===== src/rtl/lat_pkg.sv =====
`default_nettype none

package lat_pkg;

    localparam int MAX_SIDE_DEF = 64;
    localparam int SIDE_W       = 7;
    localparam int ROW_W        = 6;
    localparam int CNT_W        = 4;
    localparam int FUNC_W       = 2;
    localparam int CFG_IDX_W    = 2;
    localparam int IN_DATA_W    = 16;
    localparam int OUT_DATA_W   = 8;

    localparam logic [CNT_W-1:0] KEEP_CNT  = CNT_W'(2);
    localparam logic [CNT_W-1:0] BIRTH_CNT = CNT_W'(3);

    typedef enum logic [FUNC_W-1:0] {
        FN_WRITE = 2'd0,
        FN_STEP  = 2'd1,
        FN_READ  = 2'd2
    } t_func;

    typedef enum logic [CFG_IDX_W-1:0] {
        CFG_ROWS = 2'd0,
        CFG_COLS = 2'd1
    } t_cfg_idx;

    typedef enum logic [2:0] {
        ST_IDLE,
        ST_WR,
        ST_RD_CUR,
        ST_RD_DN,
        ST_RD_FIN,
        ST_ST_ROW0,
        ST_ST_PRIME,
        ST_ST_ROW
    } t_state;

endpackage

`default_nettype wire


===== src/rtl/lat_grid_mem.sv =====
`default_nettype none

module lat_grid_mem #(
    parameter int MAX_SIDE = lat_pkg::MAX_SIDE_DEF
) (
    input  wire logic                        i_clk,
    input  wire logic                        i_rst_n,
    input  wire logic                        i_rd_en,
    input  wire logic [$clog2(MAX_SIDE)-1:0] i_rd_addr,
    input  wire logic                        i_wr_en,
    input  wire logic [$clog2(MAX_SIDE)-1:0] i_wr_addr,
    input  wire logic [MAX_SIDE-1:0]         i_wr_data,
    output logic      [MAX_SIDE-1:0]         o_rd_data
);
    import lat_pkg::*;

    logic [MAX_SIDE-1:0] r_mem [MAX_SIDE];
    logic [MAX_SIDE-1:0] r_rd_q;
    logic [MAX_SIDE-1:0] r_vld;
    logic                r_rd_vld;

    always_ff @(posedge i_clk) begin
        if (i_wr_en) begin
            r_mem[i_wr_addr] <= i_wr_data;
        end
        if (i_rd_en) begin
            r_rd_q <= r_mem[i_rd_addr];
        end
    end

    // row valid bits: an unwritten row reads as all dead
    always_ff @(posedge i_clk) begin
        if (!i_rst_n) begin
            r_vld    <= '0;
            r_rd_vld <= 1'b0;
        end else begin
            if (i_wr_en) begin
                r_vld[i_wr_addr] <= 1'b1;
            end
            if (i_rd_en) begin
                r_rd_vld <= r_vld[i_rd_addr];
            end
        end
    end

    assign o_rd_data = r_rd_vld ? r_rd_q : '0;

endmodule

`default_nettype wire


===== config.mk =====
export PLATFORM = sky130hd
export DESIGN_NAME = lat_grid_mem
export DESIGN_NICKNAME = d
export VERILOG_FILES = /design/src/rtl/lat_pkg.sv /design/src/rtl/lat_grid_mem.sv
export SDC_FILE = /design/constraint.sdc
export NUM_CORES = 2
export LEC_CHECK = 0
export BUFFER_PORTS_ARGS = -buffer_cell sky130_fd_sc_hd__buf_2
export CORE_ASPECT_RATIO = 1.4
export CORE_MARGIN = 2
export CORE_UTILIZATION = 42
export CTS_CLUSTER_DIAMETER = 200
export DETAILED_ROUTE_END_ITERATION = 7
export GPL_TIMING_DRIVEN = 0
export PLACE_DENSITY_LB_ADDON = 0.05
export SLEW_MARGIN = 0
export SYNTH_ARGS = -nofsm -noshare
export SYNTH_HDL_FRONTEND = slang
export SYNTH_SLANG_ARGS = --single-unit

===== constraint.sdc =====
create_clock -name i_clk -period 12.4 [get_ports i_clk]
set_input_delay 1.86 -clock i_clk [delete_from_list [all_inputs] [get_ports i_clk]]
set_output_delay 1.86 -clock i_clk [all_outputs]
set_load 0.05 [all_outputs]

; ---- Yosys cells after proc, flatten, opt, wreduce, memory -nomap -nowiden
; Memories as Yosys holds them, arrays and structs flattened. A register that Yosys moved wholly into a read port is not among the register bits.
; Index checks and enable logic that the tools add are counted.
; W data, S select, Z words.
[totals]
output_inout_bits = 64
rom_bits = 0
inputBits = 80
memories = 1
ram_bits = 4096
latchBits = 0
wordCells = 15
ff_bits = 65
[memory_table]
columns = name, words, width, rd, rd_clocked_by_memory_dff, write_ports, line_no
row1 = r_mem, 64, 64, 1, 1, 1, lat_grid_mem.sv:17  ; logic [MAX_SIDE-1:0] r_mem [MAX_SIDE];
[op_classes]
mul = 0
mux = 7
shifts = 0
eq_ne = 0
add_sub_neg = 0
div = 0
bitwise_logic = 1
n_reduce_logical = 1
magnitude_cmp = 3
[ops]
columns = cell, count
row1 = $mux W64, 1
row2 = $or A64 B64 Y64, 1
row3 = $lt A6 B7 Y1 const B, 2
row4 = $bmux W1 S6, 1
row5 = $demux W1 S6, 1
row6 = $ge A6 B1 Y1 const B, 1
row7 = $mux W1, 4
row8 = $logic_and A1 B1 Y1, 1

; ---- Logic depth before layout (Yosys ltp)
[depth]
word_depth = 5
mapped_depth = 10
mapped_depth_nobuf = 5

; ---- Worst setup path before layout
; OpenSTA, ideal clock, no wires.
[synth_timing]
path_type = input-to-reg
from = input i_wr_en
to = memory r_mem[40][0] (netlist name), enable pin
slack_ns = 5.093
setup_time_ns = 0.567
arrival_ns = 6.740
path_buffers = 0
path_stages = 3
cell_sequence = nor2b_1 > nand3_1 > nor3_1
[synth_between]
elab_chain_cells = 2
[synth_lines]
columns = item, line_no
row1 = start: declaration, lat_grid_mem.sv:10  ; input wire logic i_wr_en,
row2 = $mux W1, lat_grid_mem.sv:23  ; if (i_wr_en) begin
row3 = $mux W1 (implied by the code), lat_grid_mem.sv:24  ; r_mem[i_wr_addr] <= i_wr_data;
row4 = end: declaration, lat_grid_mem.sv:17
; Every way passes these cells.

==> summary.md <==
| Metric | Value |
|---|---|
| Chip height | 733 um |
| Number of pins with negative max-slew slack in the final report | 11 |
| Layout Area Growth over Synthesis | 16.4% |
| Detail-routed net length per standard cell | 37.6 um |
| Clock Sinks | 4225 |
| Hold-fix buffers at CTS | 0 |
| Share of post-route cells with drive strength above 1 | 0.333 |
| Area leader, netlist | sky130_fd_sc_hd__edfxtp_1 |
| Leakage power figure | 57.6 nW |
| Delay of the slowest cell on the worst path | 0.85 ns |
| FMAX | 0.184 GHz |
| RSZ-0062 raised after global routing | false |
| Synth warn | 0 |
| Post-synth ARST share | 0 |
| Maximum VDD drop | 142 uV |
| Footprint of the multi-input gates | 32400 um^2 |
| Synthesized Nets | 6400 |
| Syn Inst Count | 6320 |
| Count of endpoints failing hold in the final timing report | 0 |
| Max-slew headroom at the worst pin | -0.0237 |
| Count of vias placed by the detailed router | 74.2k |
| Count of routing violations after the opening detailed-route iteration | 7833 |
| Weighted congestion reported at the end of routability-driven placement | 0.731 |
| Avg Vias per Cell | 5.95 |
| Class of the most critical setup path | in -> reg |
| Die ar. | 385000 um^2 |
| Required time worst endpoint | 13.01 ns |
| Final design utilization | 0.492 |
| Clock root cell | sky130_fd_sc_hd__clkbuf_16 |
| Clock period minus worst slack | 5.42 ns |
| Number of synthesized flops with an enable pin | 4160 |
| Total power density per cell area | 160 nW/um^2 |
| Sequential cell area | 126000 um^2 |
| Startpoint kind of the worst setup timing path | input pin |
| Seq cells post-synth | 4225 |
| Core Footprint | 378000 um^2 |
| Critical path cell sequence | buf_2 -> buf_4 -> buf_2 -> clkbuf_1 -> mux4_2 -> mux4_2 -> a22oi_1 -> nand2_1 |
| Top cells by area, synth | sky130_fd_sc_hd__edfxtp_1 78%, sky130_fd_sc_hd__mux4_2 18%, sky130_fd_sc_hd__dfxtp_1 0.82%, sky130_fd_sc_hd__a22oi_1 0.62%, sky130_fd_sc_hd__clkbuf_1 0.44% |
| Arrival time reported for the critical path endpoint | 6.03 ns |
| Detailed-route DRC error count | 0 |
| Rows | 267 |
| # setup viols final | 0 |
| Max-cap violations | 1 |
| Commonest cells in the netlist | 4160 x sky130_fd_sc_hd__edfxtp_1, 1290 x sky130_fd_sc_hd__mux4_2, 188 x sky130_fd_sc_hd__clkbuf_1, 131 x sky130_fd_sc_hd__a22oi_1, 109 x sky130_fd_sc_hd__buf_2 |
| Most frequent cell after synthesis | sky130_fd_sc_hd__edfxtp_1 |
| Crit path max fanout | 10 |
| R2R Setup Slk | 9.75 ns |
| Layout filler cell count | 30.1k |
| Result of the run | complete, but fails checks |
| Overall Global Routing Usage | 0.243 |
| Number of nets at the end of the flow | 7230 |
| Critical path capture point type | flip-flop |
| Share of Yosys cell area claimed by the top area cell type | 0.783 |
| Clock Pin Slew Worst Setup and Hold Paths | 0.06 ns |
| Family with the most delay on the worst path | buffers and inverters |
| Sequential cell area fraction in the yosys report | 0.791 |
| Inserted Clock Buffers | 412 |
| Violated checks | max-capacitance violations, max-slew violations |
| Number of antenna violations at the first check in global routing | 42 |
| Slowest stage cell, crit path | sky130_fd_sc_hd__clkbuf_1 |
| Synth Flop Type | sky130_fd_sc_hd__edfxtp_1 |
| Library cells used by synthesis | 30 |
| Resized cells post-CTS | 0 |
| Dpl hpwl | 324 mm |
| Fin cells | 12.5k |
| Average size of a mapped cell | 25.2 um^2 |
| Via count of the first global-routing pass | 77.8k |
| Die X-Extent | 525 um |
| Fraction of the cycle the final worst path needs | 0.437 |
| Sum Neg Setup Slack | 0 ns |
| Initial core utilization | 0.422 |
| Post-detailed-routing wire length | 469 mm |
| CP bufs+invs | 4 |
| Clock Path Buffers | 4 |
| 1st-pass router iterations | 6 |
| Count of input and output buffers | 136 |
| Number of top-level design ports | 144 |
| Overflow left after global routing | 0 |
| Antenna violation net count after detailed routing | 0 |
| Source-to-sink clock delay at the later pin of the worst-skew pair | 1.00 ns |
| CTS tree | done |
| Number of post-CTS setup repair buffers | 0 |
| Mapped cell area | 160000 um^2 |
| Slew of the pin with the lowest slew margin | 1.54 ns |
| Maximum clock skew at final layout | 0.0302 ns |
| Path class of the lowest-slack min-delay path | reg -> reg |
| First-pass GRT wire length | 642 mm |
| Placed Instances | 11.7k |
| Maximum number of pins on one net before global-route repair | 65 |
| Total number of H-tree levels | 5 |
## area by class of cell
| class | instances | share of cell area |
|---|---|---|
| multi-input combinational | 1754 | 0.174 |
| clock buffer | 521 | 0.0595 |
| clock inverter | 234 | 0.0109 |
| timing repair buffer | 416 | 0.0341 |
| tap | 4976 | 0.0335 |
| antenna | 20 | 0.000269 |
| buffer | 341 | 0.00804 |
| sequential | 4225 | 0.679 |
## worst register-to-register path, cell delays in order (launching register included)
cell and delay (ns):
sky130_fd_sc_hd__edfxtp_1 0.38, sky130_fd_sc_hd__mux4_2 0.50, sky130_fd_sc_hd__mux4_2 0.47, sky130_fd_sc_hd__a22oi_1 0.54, sky130_fd_sc_hd__nand2_1 0.41
## metal layers
layer / global-route usage / vias to the layer above / share of wire / routed length [um]
met5: 0 / - / 0.00024 / 115
met4: 0.0707 / 20 / 0.031 / 14600
met3: 0.0312 / 657 / 0.051 / 24100
met2: 0.431 / 2476 / 0.53 / 247000
met1: 0.313 / 41800 / 0.39 / 183000
li1: - / 29300 / - / -
## path summary, 6_finish.rpt
check / start / endpoint / cells after the start
worst max-delay path: i_rd_addr[2] / r_rd_q[63] / 8
worst min-delay path: r_vld[16] / r_vld[16] / 1
worst max register to register: r_mem[39][63] / r_rd_q[63] / 4
worst min register to register: r_vld[16] / r_vld[16] / 1
## metrics by stage
stage	power, mW	hold WS (ns)	worst slack, ns	instance area (um^2)
after CTS	30.0	0.462	6.96	186000
after floorplan	16.9	0.433	5.09	160000
final	29.7	0.457	6.98	186000
after global routing	30.6	0.470	6.99	186000
after detailed placement	17.7	0.448	5.94	173000
after global placement	17.6	0.441	-3.92	166000
## where the power goes
group,internal (mW),leakage [nW],total [mW],switching (mW)
logic,0.564,13.1,1.53,0.963
clock network,6.97,6.41,12.4,5.41
registers,15.8,38.0,15.8,0.0258
## sequential cells by signal, summed over array words and instances, names as in the netlist
signal,count
r_rd_vld,1
r_rd_q,64
r_mem,4096
r_vld,64
## cell usage in the layout (no fill, tap or decap), types with 16 or more instances in the layout
cell type / synthesis / routed
sky130_fd_sc_hd__nor2_4: 0 / 61
sky130_fd_sc_hd__a22oi_1: 131 / 131
sky130_fd_sc_hd__diode_2: 0 / 20
sky130_fd_sc_hd__clkbuf_1: 188 / 253
sky130_fd_sc_hd__nand2_1: 72 / 72
sky130_fd_sc_hd__buf_1: 37 / 31
sky130_fd_sc_hd__and2_1: 65 / 65
sky130_fd_sc_hd__nor2b_1: 16 / 16
sky130_fd_sc_hd__bufinv_16: 0 / 33
sky130_fd_sc_hd__clkinv_1: 0 / 93
sky130_fd_sc_hd__buf_12: 0 / 183
sky130_fd_sc_hd__dfxtp_1: 65 / 65
sky130_fd_sc_hd__clkbuf_2: 0 / 28
sky130_fd_sc_hd__buf_16: 0 / 55
sky130_fd_sc_hd__buf_6: 3 / 41
sky130_fd_sc_hd__edfxtp_1: 4160 / 4160
sky130_fd_sc_hd__buf_2: 109 / 248
sky130_fd_sc_hd__o21a_1: 64 / 64
sky130_fd_sc_hd__mux4_2: 1290 / 1290
sky130_fd_sc_hd__clkbuf_16: 0 / 425
sky130_fd_sc_hd__clkinv_2: 0 / 84
## cells by family after synthesis
kind of cell    count (synthesis)  share of synthesized area
compound gates                210                    0.00989
flops                        4225                      0.791
simple gates                  248                    0.00749
mux                          1296                      0.182
buf+inv                       341                    0.00911
Power figures use the tool's default switching activity.
