File: src/rtl/lat_pkg.sv
`default_nettype none

package lat_pkg;

    localparam int MAX_SIDE_DEF = 64;
    localparam int SIDE_W       = 7;
    localparam int ROW_W        = 6;
    localparam int CNT_W        = 4;
    localparam int FUNC_W       = 2;
    localparam int CFG_IDX_W    = 2;
    localparam int IN_DATA_W    = 16;
    localparam int OUT_DATA_W   = 8;

    localparam logic [CNT_W-1:0] KEEP_CNT  = CNT_W'(2);
    localparam logic [CNT_W-1:0] BIRTH_CNT = CNT_W'(3);

    typedef enum logic [FUNC_W-1:0] {
        FN_WRITE = 2'd0,
        FN_STEP  = 2'd1,
        FN_READ  = 2'd2
    } t_func;

    typedef enum logic [CFG_IDX_W-1:0] {
        CFG_ROWS = 2'd0,
        CFG_COLS = 2'd1
    } t_cfg_idx;

    typedef enum logic [2:0] {
        ST_IDLE,
        ST_WR,
        ST_RD_CUR,
        ST_RD_DN,
        ST_RD_FIN,
        ST_ST_ROW0,
        ST_ST_PRIME,
        ST_ST_ROW
    } t_state;

endpackage

`default_nettype wire

File: src/rtl/lat_row_alu.sv
`default_nettype none

module lat_row_alu #(
    parameter int MAX_SIDE = lat_pkg::MAX_SIDE_DEF
) (
    input  wire logic [MAX_SIDE-1:0]         i_up,
    input  wire logic [MAX_SIDE-1:0]         i_cur,
    input  wire logic [MAX_SIDE-1:0]         i_dn,
    input  wire logic [lat_pkg::SIDE_W-1:0]  i_cols,
    input  wire logic [$clog2(MAX_SIDE)-1:0] i_col,
    output logic      [MAX_SIDE-1:0]         o_row,
    output logic                             o_alive,
    output logic      [lat_pkg::CNT_W-1:0]   o_count
);
    import lat_pkg::*;

    localparam int AW = $clog2(MAX_SIDE);

    logic [CNT_W-1:0] w_cnt [MAX_SIDE];
    logic [AW-1:0]    w_last;

    assign w_last = AW'(i_cols - SIDE_W'(1));

    for (genvar c = 0; c < MAX_SIDE; c++) begin : g_lane
        logic u_l, u_c, u_r, m_l, m_r, d_l, d_c, d_r;
        logic w_keep;

        assign u_c = i_up[c];
        assign d_c = i_dn[c];

        if (c == 0) begin : g_left_wrap
            assign u_l = i_up[w_last];
            assign m_l = i_cur[w_last];
            assign d_l = i_dn[w_last];
        end else begin : g_left
            assign u_l = i_up[c-1];
            assign m_l = i_cur[c-1];
            assign d_l = i_dn[c-1];
        end

        if (c == MAX_SIDE - 1) begin : g_right_wrap
            assign u_r = i_up[0];
            assign m_r = i_cur[0];
            assign d_r = i_dn[0];
        end else begin : g_right
            logic w_edge;
            assign w_edge = (i_cols == SIDE_W'(c + 1));
            assign u_r    = w_edge ? i_up[0]  : i_up[c+1];
            assign m_r    = w_edge ? i_cur[0] : i_cur[c+1];
            assign d_r    = w_edge ? i_dn[0]  : i_dn[c+1];
        end

        assign w_cnt[c] = CNT_W'(u_l) + CNT_W'(u_c) + CNT_W'(u_r) + CNT_W'(m_l)
                        + CNT_W'(m_r) + CNT_W'(d_l) + CNT_W'(d_c) + CNT_W'(d_r);

        assign w_keep = i_cur[c] ? (w_cnt[c] == KEEP_CNT || w_cnt[c] == BIRTH_CNT)
                                 : (w_cnt[c] == BIRTH_CNT);

        // columns past the active width keep their value
        assign o_row[c] = (SIDE_W'(c) < i_cols) ? w_keep : i_cur[c];
    end

    assign o_alive = i_cur[i_col];
    assign o_count = w_cnt[i_col];

endmodule

`default_nettype wire
File: config.mk
export PLATFORM = sky130hd
export DESIGN_NAME = lat_row_alu
export DESIGN_NICKNAME = d
export VERILOG_FILES = /design/src/rtl/lat_pkg.sv /design/src/rtl/lat_row_alu.sv
export SDC_FILE = /design/constraint.sdc
export NUM_CORES = 1
export LEC_CHECK = 0
export BUFFER_PORTS_ARGS = -buffer_cell sky130_fd_sc_hd__buf_2
export CORE_UTILIZATION = 48
export DETAILED_ROUTE_END_ITERATION = 12
export PLACE_DENSITY_LB_ADDON = 0.25
export SLEW_MARGIN = 20
export SYNTH_ARGS = -nofsm -noshare
export SYNTH_HDL_FRONTEND = slang
export SYNTH_SLANG_ARGS = --single-unit
File: constraint.sdc
create_clock -name vclk -period 10.5
set_input_delay 1.575 -clock vclk [all_inputs]
set_output_delay 1.575 -clock vclk [all_outputs]
set_load 0.05 [all_outputs]
Yosys cells after proc, flatten, opt, wreduce, memory -nomap -nowiden
Cells that the tools add are included.

Add/subtract/negate cells: 449. Multipliers: 0. Divide/modulo/power cells: 0. Magnitude comparators: 67. Equal/unequal tests: 191. Shift operators: 0. Mux-type cells: 328. Bitwise operators: 1. Reduce and logical (&&, ||, !) cells: 64.

Operator list (number): 4-bit by 1-bit adder with 4-bit output (256); 4-bit by 2-bit equality test with 1-bit output (second input constant) (128); 1-bit two-way mux (321); 3-bit by 1-bit adder with 4-bit output (64); 7-bit by 6-bit equality test with 1-bit output (second input constant) (32); 6-bit by 7-bit < comparator with 1-bit output (first input constant) (32); 2-bit by 1-bit adder with 3-bit output (64); 1-bit by 1-bit adder with 2-bit output (64); 7-bit by 5-bit equality test with 1-bit output (second input constant) (16); 5-bit by 7-bit < comparator with 1-bit output (first input constant) (16); 1-bit logical OR (64); 7-bit by 4-bit equality test with 1-bit output (second input constant) (8); 4-bit by 7-bit < comparator with 1-bit output (first input constant) (8); 7-bit by 3-bit equality test with 1-bit output (second input constant) (4); 3-bit by 7-bit < comparator with 1-bit output (first input constant) (4); 1-bit binary-select mux with 6-bit select (4); 4-bit binary-select mux with 6-bit select (1); 7-bit by 2-bit equality test with 1-bit output (second input constant) (2); 1-bit by 7-bit < comparator with 1-bit output (first input constant) (2); 2-bit by 7-bit < comparator with 1-bit output (first input constant) (2); 6-bit by 7-bit < comparator with 1-bit output (second input constant) (2); 4-bit two-way mux (2); 7-bit by 1-bit equality test with 1-bit output (second input constant) (1); 7-bit >= comparator (second input constant) (1); other kinds (2) (2).

Bits in registers: 0. Latch bits: 0. Bits in writable memories: 0. ROM bits: 0. Input port bits: 205. Output and inout bits: 69. Logic and storage cells: 1100. Memories: 0.

Depth between registers and ports, before layout
Gate-level depths: netlist (run 1).

Word-level depth: 14. Depth in mapped cells: 22. Mapped depth without buffers: 20.

Least setup slack after synthesis (run 1)
No wires, ideal clock.

Path kind: in2out. From: input i_cols[1] in the netlist's numbering. To: output o_count[3] in the netlist's numbering. Arrival time: 8293 ps. Data required time: 8925 ps. Setup slack: 632 ps. Stages on the path: 18. Buffers on the path: 3. Cells stage by stage: clkbuf_1 inv_1 ha_1 buf_1 clkbuf_1 mux4_2 mux4_2 mux4_2 inv_1 fa_1 fa_1 inv_1 ha_1 a21o_1 a21oi_1 o21ai_0 a311oi_1 a2111oi_0.

Word-level cells in the longest chain between the ends: 13. Elaborated cells on any way between the ends: 641. Classes of those cells: 380 x add/sub; 63 x eq/ne; 198 x mux.

Ends and longest elaborated chain: start: declaration (line lat_row_alu.sv:9) `input wire logic [lat_pkg::SIDE_W-1:0] i_cols,`; 6-bit by 1-bit subtractor with 6-bit output (line lat_row_alu.sv:22) `assign w_last = AW'(i_cols - SIDE_W'(1));`; 1-bit binary-select mux with 6-bit select (line lat_row_alu.sv:32) `assign u_l = i_up[w_last];`; 1-bit two-way mux (not written as such) (line lat_row_alu.sv:32); 1-bit by 1-bit adder with 2-bit output (line lat_row_alu.sv:53) `assign w_cnt[c] = CNT_W'(u_l) + CNT_W'(u_c) + CNT_W'(u_r) + CNT_W'(m_l)`; 2-bit by 1-bit adder with 3-bit output (line lat_row_alu.sv:53); 3-bit by 1-bit adder with 4-bit output (line lat_row_alu.sv:53); 4-bit by 1-bit adder with 4-bit output (4 in a row) (line lat_row_alu.sv:54) `+ CNT_W'(m_r) + CNT_W'(d_l) + CNT_W'(d_c) + CNT_W'(d_r);`; 4-bit binary-select mux with 6-bit select (*) (line lat_row_alu.sv:64) `assign o_count = w_cnt[i_col];`; 4-bit two-way mux (not written as such) (*) (2 in a row) (line lat_row_alu.sv:64); end: declaration (line lat_row_alu.sv:13) `output logic [lat_pkg::CNT_W-1:0] o_count`.

Mark *: on every way between the ends. The rest lies on a longest branch, timed or not. The select of a mux whose other input is x is not followed.

Worst setup path in the final report (run 1)
From: input i_cols[2] in the netlist's numbering. To: output o_count[2] in the netlist's numbering.

The elaborated chain is that of the path after synthesis.

==> flow_metrics.tcl, run 1 <==
set metrics [dict create \
    num_vias 18074 \
    routed_wl_um 75500 \
    post_drt_via_cell_ratio 6.30 \
    postCtsSetupBuffers 0 \
    fin_area_mm2 0.0211 \
    start_kind "input port" \
    leakage_nw 9.74 \
    final_nets 3000 \
    drcViolationCount 0 \
    grt_overflow 0 \
    crit_fanout 23 \
    min_to "o_row[18]" \
    finalCritPeriodShare 0.950 \
    postSynthAreaPerCell_um2 9.03 \
    die_width_um 202 \
    max_freq_mhz 100 \
    netlist_area_mm2 0.0193 \
    seq_area_um2 0 \
    port_buffers 274 \
    ys_top_cells_by_area "fa_1, mux4_2, ha_1" \
    whs_ns 3.66 \
    placedCellCount 2866 \
    worstHoldStart "i_cur[18]" \
    seq_cells 0 \
    p_per_area_mw_per_mm2 128 \
    cp_top_family "simple AND/OR/NAND/NOR gates" \
    antenna_left 0 \
    fin_crit_ns 9.98 \
    worst_pin_slew_ns 1.09 \
    drive_above_1_share 0.235 \
    crit_type "input port to output port" \
    wl_per_cell_um 26.3 \
    crit_start "i_cols[2]" \
    p_clk_frac 0 \
    critPathCaptureType "output port" \
    die_h_um 202 \
    die_area_mm2 0.0410 \
    clkbuf_count 0 \
    fin_cells 2868 \
    final_max_slew_viol_count 0 \
    start_util 0.486 \
    antenna_found_initial 5 \
    post_cts_resized 0 \
    grt_pass1_vias 18462 \
    worst_path_largest_cell_delay_ns 0.97 \
    finalHoldViolCount 0 \
    holdPathStages 4 \
    fin_tns_setup_ns 0 \
    ys_warn_count 0 \
    worstPathRequired_ns 8.93 \
    ys_seq_area_frac 0 \
    synth_nets 2793 \
    post-dp-hpwl_um 62800 \
    rows 73 \
    power.total_w 0.00270 \
    synth_top_area_share 0.266 \
    synth_cells 2136 \
    crit_slowest_cell "a2111oi_0" \
    internal-power_w 0.00108 \
    grt_pass1_wl_um 115000 \
    final_cell_mix "inv_1, buf_2, fa_1" \
    p_seq_frac 0 \
    io_pins 274 \
    worstHoldPathType "input port to output port" \
    path_cells "buf_2, nor2_1, nand2_1, nand2_1, and2_1, mux4_2, mux4_2, inv_1, fa_1, fa_1, inv_1, ha_1, fa_1, xor2_1, mux4_2, nor2_1, a211oi_1, a2111oi_0, nor3_1, and3_1, buf_2" \
    comb_power_share 1.000 \
    grt_util_all_layers 0.371 \
    cp.arrival_ns 8.40 \
    syn2layout_area_growth_pct 9.25 \
    ir_worst_vdd_mv 0.118 \
    rsz0062_at_grt "false" \
    synth_top_area_cell "fa_1" \
    setup_violations 0 \
    cts-hold-fix-buffers 0 \
    final_common_cell "inv_1" \
    ys_types 58 \
    cap_violations 0 \
    grt_max_degree 69 \
    switchingPower_w 0.00163 \
    path_buf_inv 4 \
    dpl_cell_area_mm2 0.0211 \
    slew_headroom 0.254 \
    swShare 0.602 \
    status "complete, no violations" \
    place_congestion 1.02 \
    coreArea_mm2 0.0396 \
    drtIter0Drc 1761 \
    dr.pass1.iters 7 \
]
-- kinds of logic (layout without fill, tap and decap cells) --
| family | count (synthesis) | after routing | synth area share |
|---|---|---|---|
| multiplexers | 290 | 290 | 0.246 |
| AND/OR/NAND/NOR | 432 | 432 | 0.110 |
| AO/OA/AOI/OAI | 400 | 400 | 0.121 |
| buffers and inverters | 503 | 708 | 0.103 |
| other | 0 | 2 | 0 |
| adder cells (fa/ha/maj) | 452 | 452 | 0.393 |
| XOR/XNOR | 59 | 59 | 0.0268 |
-- Yosys cell counts (all sizes together), types with 5 or more instances --
master	count
a21o	45
or2	6
or3	8
nor4	5
a31oi	14
nor2	103
nand3b	38
inv	410
mux2	104
clkbuf	57
ha	196
nand4	5
o21ai	71
nor3b	6
a2111oi	7
mux4	137
a21oi	211
nand2	140
fa	256
o21a	6
and2	6
mux2i	49
nor2b	21
nand2b	54
o22a	7
a211oi	10
buf	35
xnor2	37
nor3	13
xor2	22
nand3	22
-- stage by stage --
stage / util / worst slack, ns
finish: 0.531 / 0.522
detailed placement: 0.531 / 0.629
global placement: 0.531 / 0.785
CTS: 0.531 / 0.652
global route: 0.531 / 0.399
floorplan: - / 0.632
-- cell type report --
cell class | count | area, µm²
antenna | 2 | 5.00
fill | 3792 | 18600
inverter | 411 | 1540
multi-input combinational | 1633 | 17300
tap | 525 | 657
timing repair buffer | 297 | 1550
-- worst max-delay path by stage --
stage | end | depth (start not counted)
after floorplan | o_count[3] | 18
after global placement | o_count[2] | 21
after detailed placement | o_count[2] | 21
after CTS | o_count[2] | 21
after global routing | o_count[2] | 21
final | o_count[2] | 21
-- layer usage --
layer	vias to the layer above	part of all wire	GRT usage
met2	1098	0.46	0.603
met5	-	0.00019	0
li1	7726	-	-
met3	215	0.10	0.0634
met4	2	0.051	0.156
met1	9033	0.38	0.489
-- power groups by stage --
| stage | combinational [W] | clock, W | sequential [W] |
|---|---|---|---|
| after floorplan | 0.00191 | 0 | 0 |
| after global placement | 0.00260 | 0 | 0 |
| after detailed placement | 0.00265 | 0 | 0 |
| after CTS | 0.00267 | 0 | 0 |
| after global routing | 0.00295 | 0.0000000000127 | 0 |
| final | 0.00270 | 0.0000000000255 | 0 |
No activity file was read; power rests on OpenSTA's default activity.
==> run 2: changes to the inputs <==
- RECOVER_POWER: not set -> 100
==> run 2 against run 1 <==
Against the previous run:
- the flow now finishes with violations (capacitance limit, slew limit)
- sequential share of layout area is the same
- first-iteration DRC count rose by 0.17%
- critical path depth is 1 lower
- highest routed layer unchanged
- count of clock-buffer cells in the layout did not move
- sequential cell count unchanged
- setup slack got worse by 0.17 ns
- hold slack better by 0.0097 ns
- design area is 0.41% lower
==> flow_metrics.tcl, run 2 (synthesis results as in run 1) <==
set metrics [dict create \
    grt_pass1_wl_um 115000 \
    final_nets 3000 \
    post_cts_resized 0 \
    setup_violations 0 \
    final_cell_mix "inv_1, fa_1, a21oi_1" \
    postCtsSetupBuffers 0 \
    cp_common_cell "fa_1" \
    num_vias 18101 \
    seq_area_um2 0 \
    placedCellCount 2866 \
    wl_per_cell_um 26.3 \
    whs_ns 3.67 \
    grt_overflow 0 \
    die_h_um 202 \
    grt_max_degree 69 \
    worstPathRequired_ns 8.93 \
    start_kind "input port" \
    drive_above_1_share 0.207 \
    port_buffers 274 \
    post-dp-hpwl_um 62800 \
    place_congestion 1.02 \
    grt_util_all_layers 0.371 \
    critPathCaptureType "output port" \
    syn2layout_area_growth_pct 8.80 \
    cts-hold-fix-buffers 0 \
    worst_pin_slew_ns 3.26 \
    dr.pass1.iters 8 \
    cap_violations 1 \
    rsz0062_at_grt "false" \
    antenna_found_initial 4 \
    fin_tns_setup_ns 0 \
    final_max_slew_viol_count 58 \
    drtIter0Drc 1764 \
    antenna_left 0 \
    status "finished with violations" \
    worstHoldPathType "input port to output port" \
    fillerInstances 3822 \
    drcViolationCount 0 \
    finalHoldViolCount 0 \
    crit_type "input port to output port" \
    path_cells "clkbuf_1, clkbuf_1, nor2_1, nand2_1, xor2_1, mux4_2, inv_1, fa_1, fa_1, inv_1, ha_1, fa_1, xor2_1, mux4_2, nor2_1, a211oi_1, a2111oi_0, nor3_1, and3_1, clkbuf_2" \
    crit_fanout 19 \
    grt_pass1_vias 18462 \
    violations "capacitance limit, slew limit" \
    post_drt_via_cell_ratio 6.31 \
    clkbuf_count 0 \
    start_util 0.486 \
    die_width_um 202 \
    fin_cells 2869 \
    fin_util 0.529 \
    fin_crit_ns 10.14 \
    coreArea_mm2 0.0396 \
    worst_path_largest_cell_delay_ns 1.07 \
    path_buf_inv 5 \
    cp.arrival_ns 8.57 \
    slew_headroom -1.17 \
    max_freq_mhz 98.6 \
    final_common_cell "inv_1" \
    finalCritPeriodShare 0.966 \
    die_area_mm2 0.0410 \
    rows 73 \
    routed_wl_um 75500 \
    cp_top_family "buffers and inverters" \
    seq_cells 0 \
    io_pins 274 \
    crit_slowest_cell "a2111oi_0" \
]
==> run 2: stage by stage <==
step / instance area, µm² / worst slack, ns
after floorplan: 19300 / 0.632
final: 21000 / 0.355
after global placement: 21100 / 0.785
after CTS: 21100 / 0.652
after detailed placement: 21100 / 0.629
after global routing: 21000 / 0.220
==> run 2: routing by layer <==
layer / routed length [µm] / global-route usage / up-vias
li1: - / - / 7725
met1: 28800 / 0.489 / 9019
met2: 35100 / 0.603 / 1134
met3: 7630 / 0.0634 / 221
met4: 3990 / 0.156 / 2
met5: 14 / 0 / -
==> run 2: cell type report <==
type | instances | area (µm²) | share of cell area
diodes | 3 | 7.51 | 0.000358
inverters | 411 | 1540 | 0.0735
multi-input cells | 1633 | 17300 | 0.825
well taps | 525 | 657 | 0.0313
repair buffers | 297 | 1470 | 0.0701
==> run 2: worst paths after layout <==
kind                   from          to  slack, ns  depth (start not counted)
hold / removal    i_cur[61]   o_row[61]       3.67                          4
setup / recovery  i_cols[3]  o_count[2]       0.36                         20
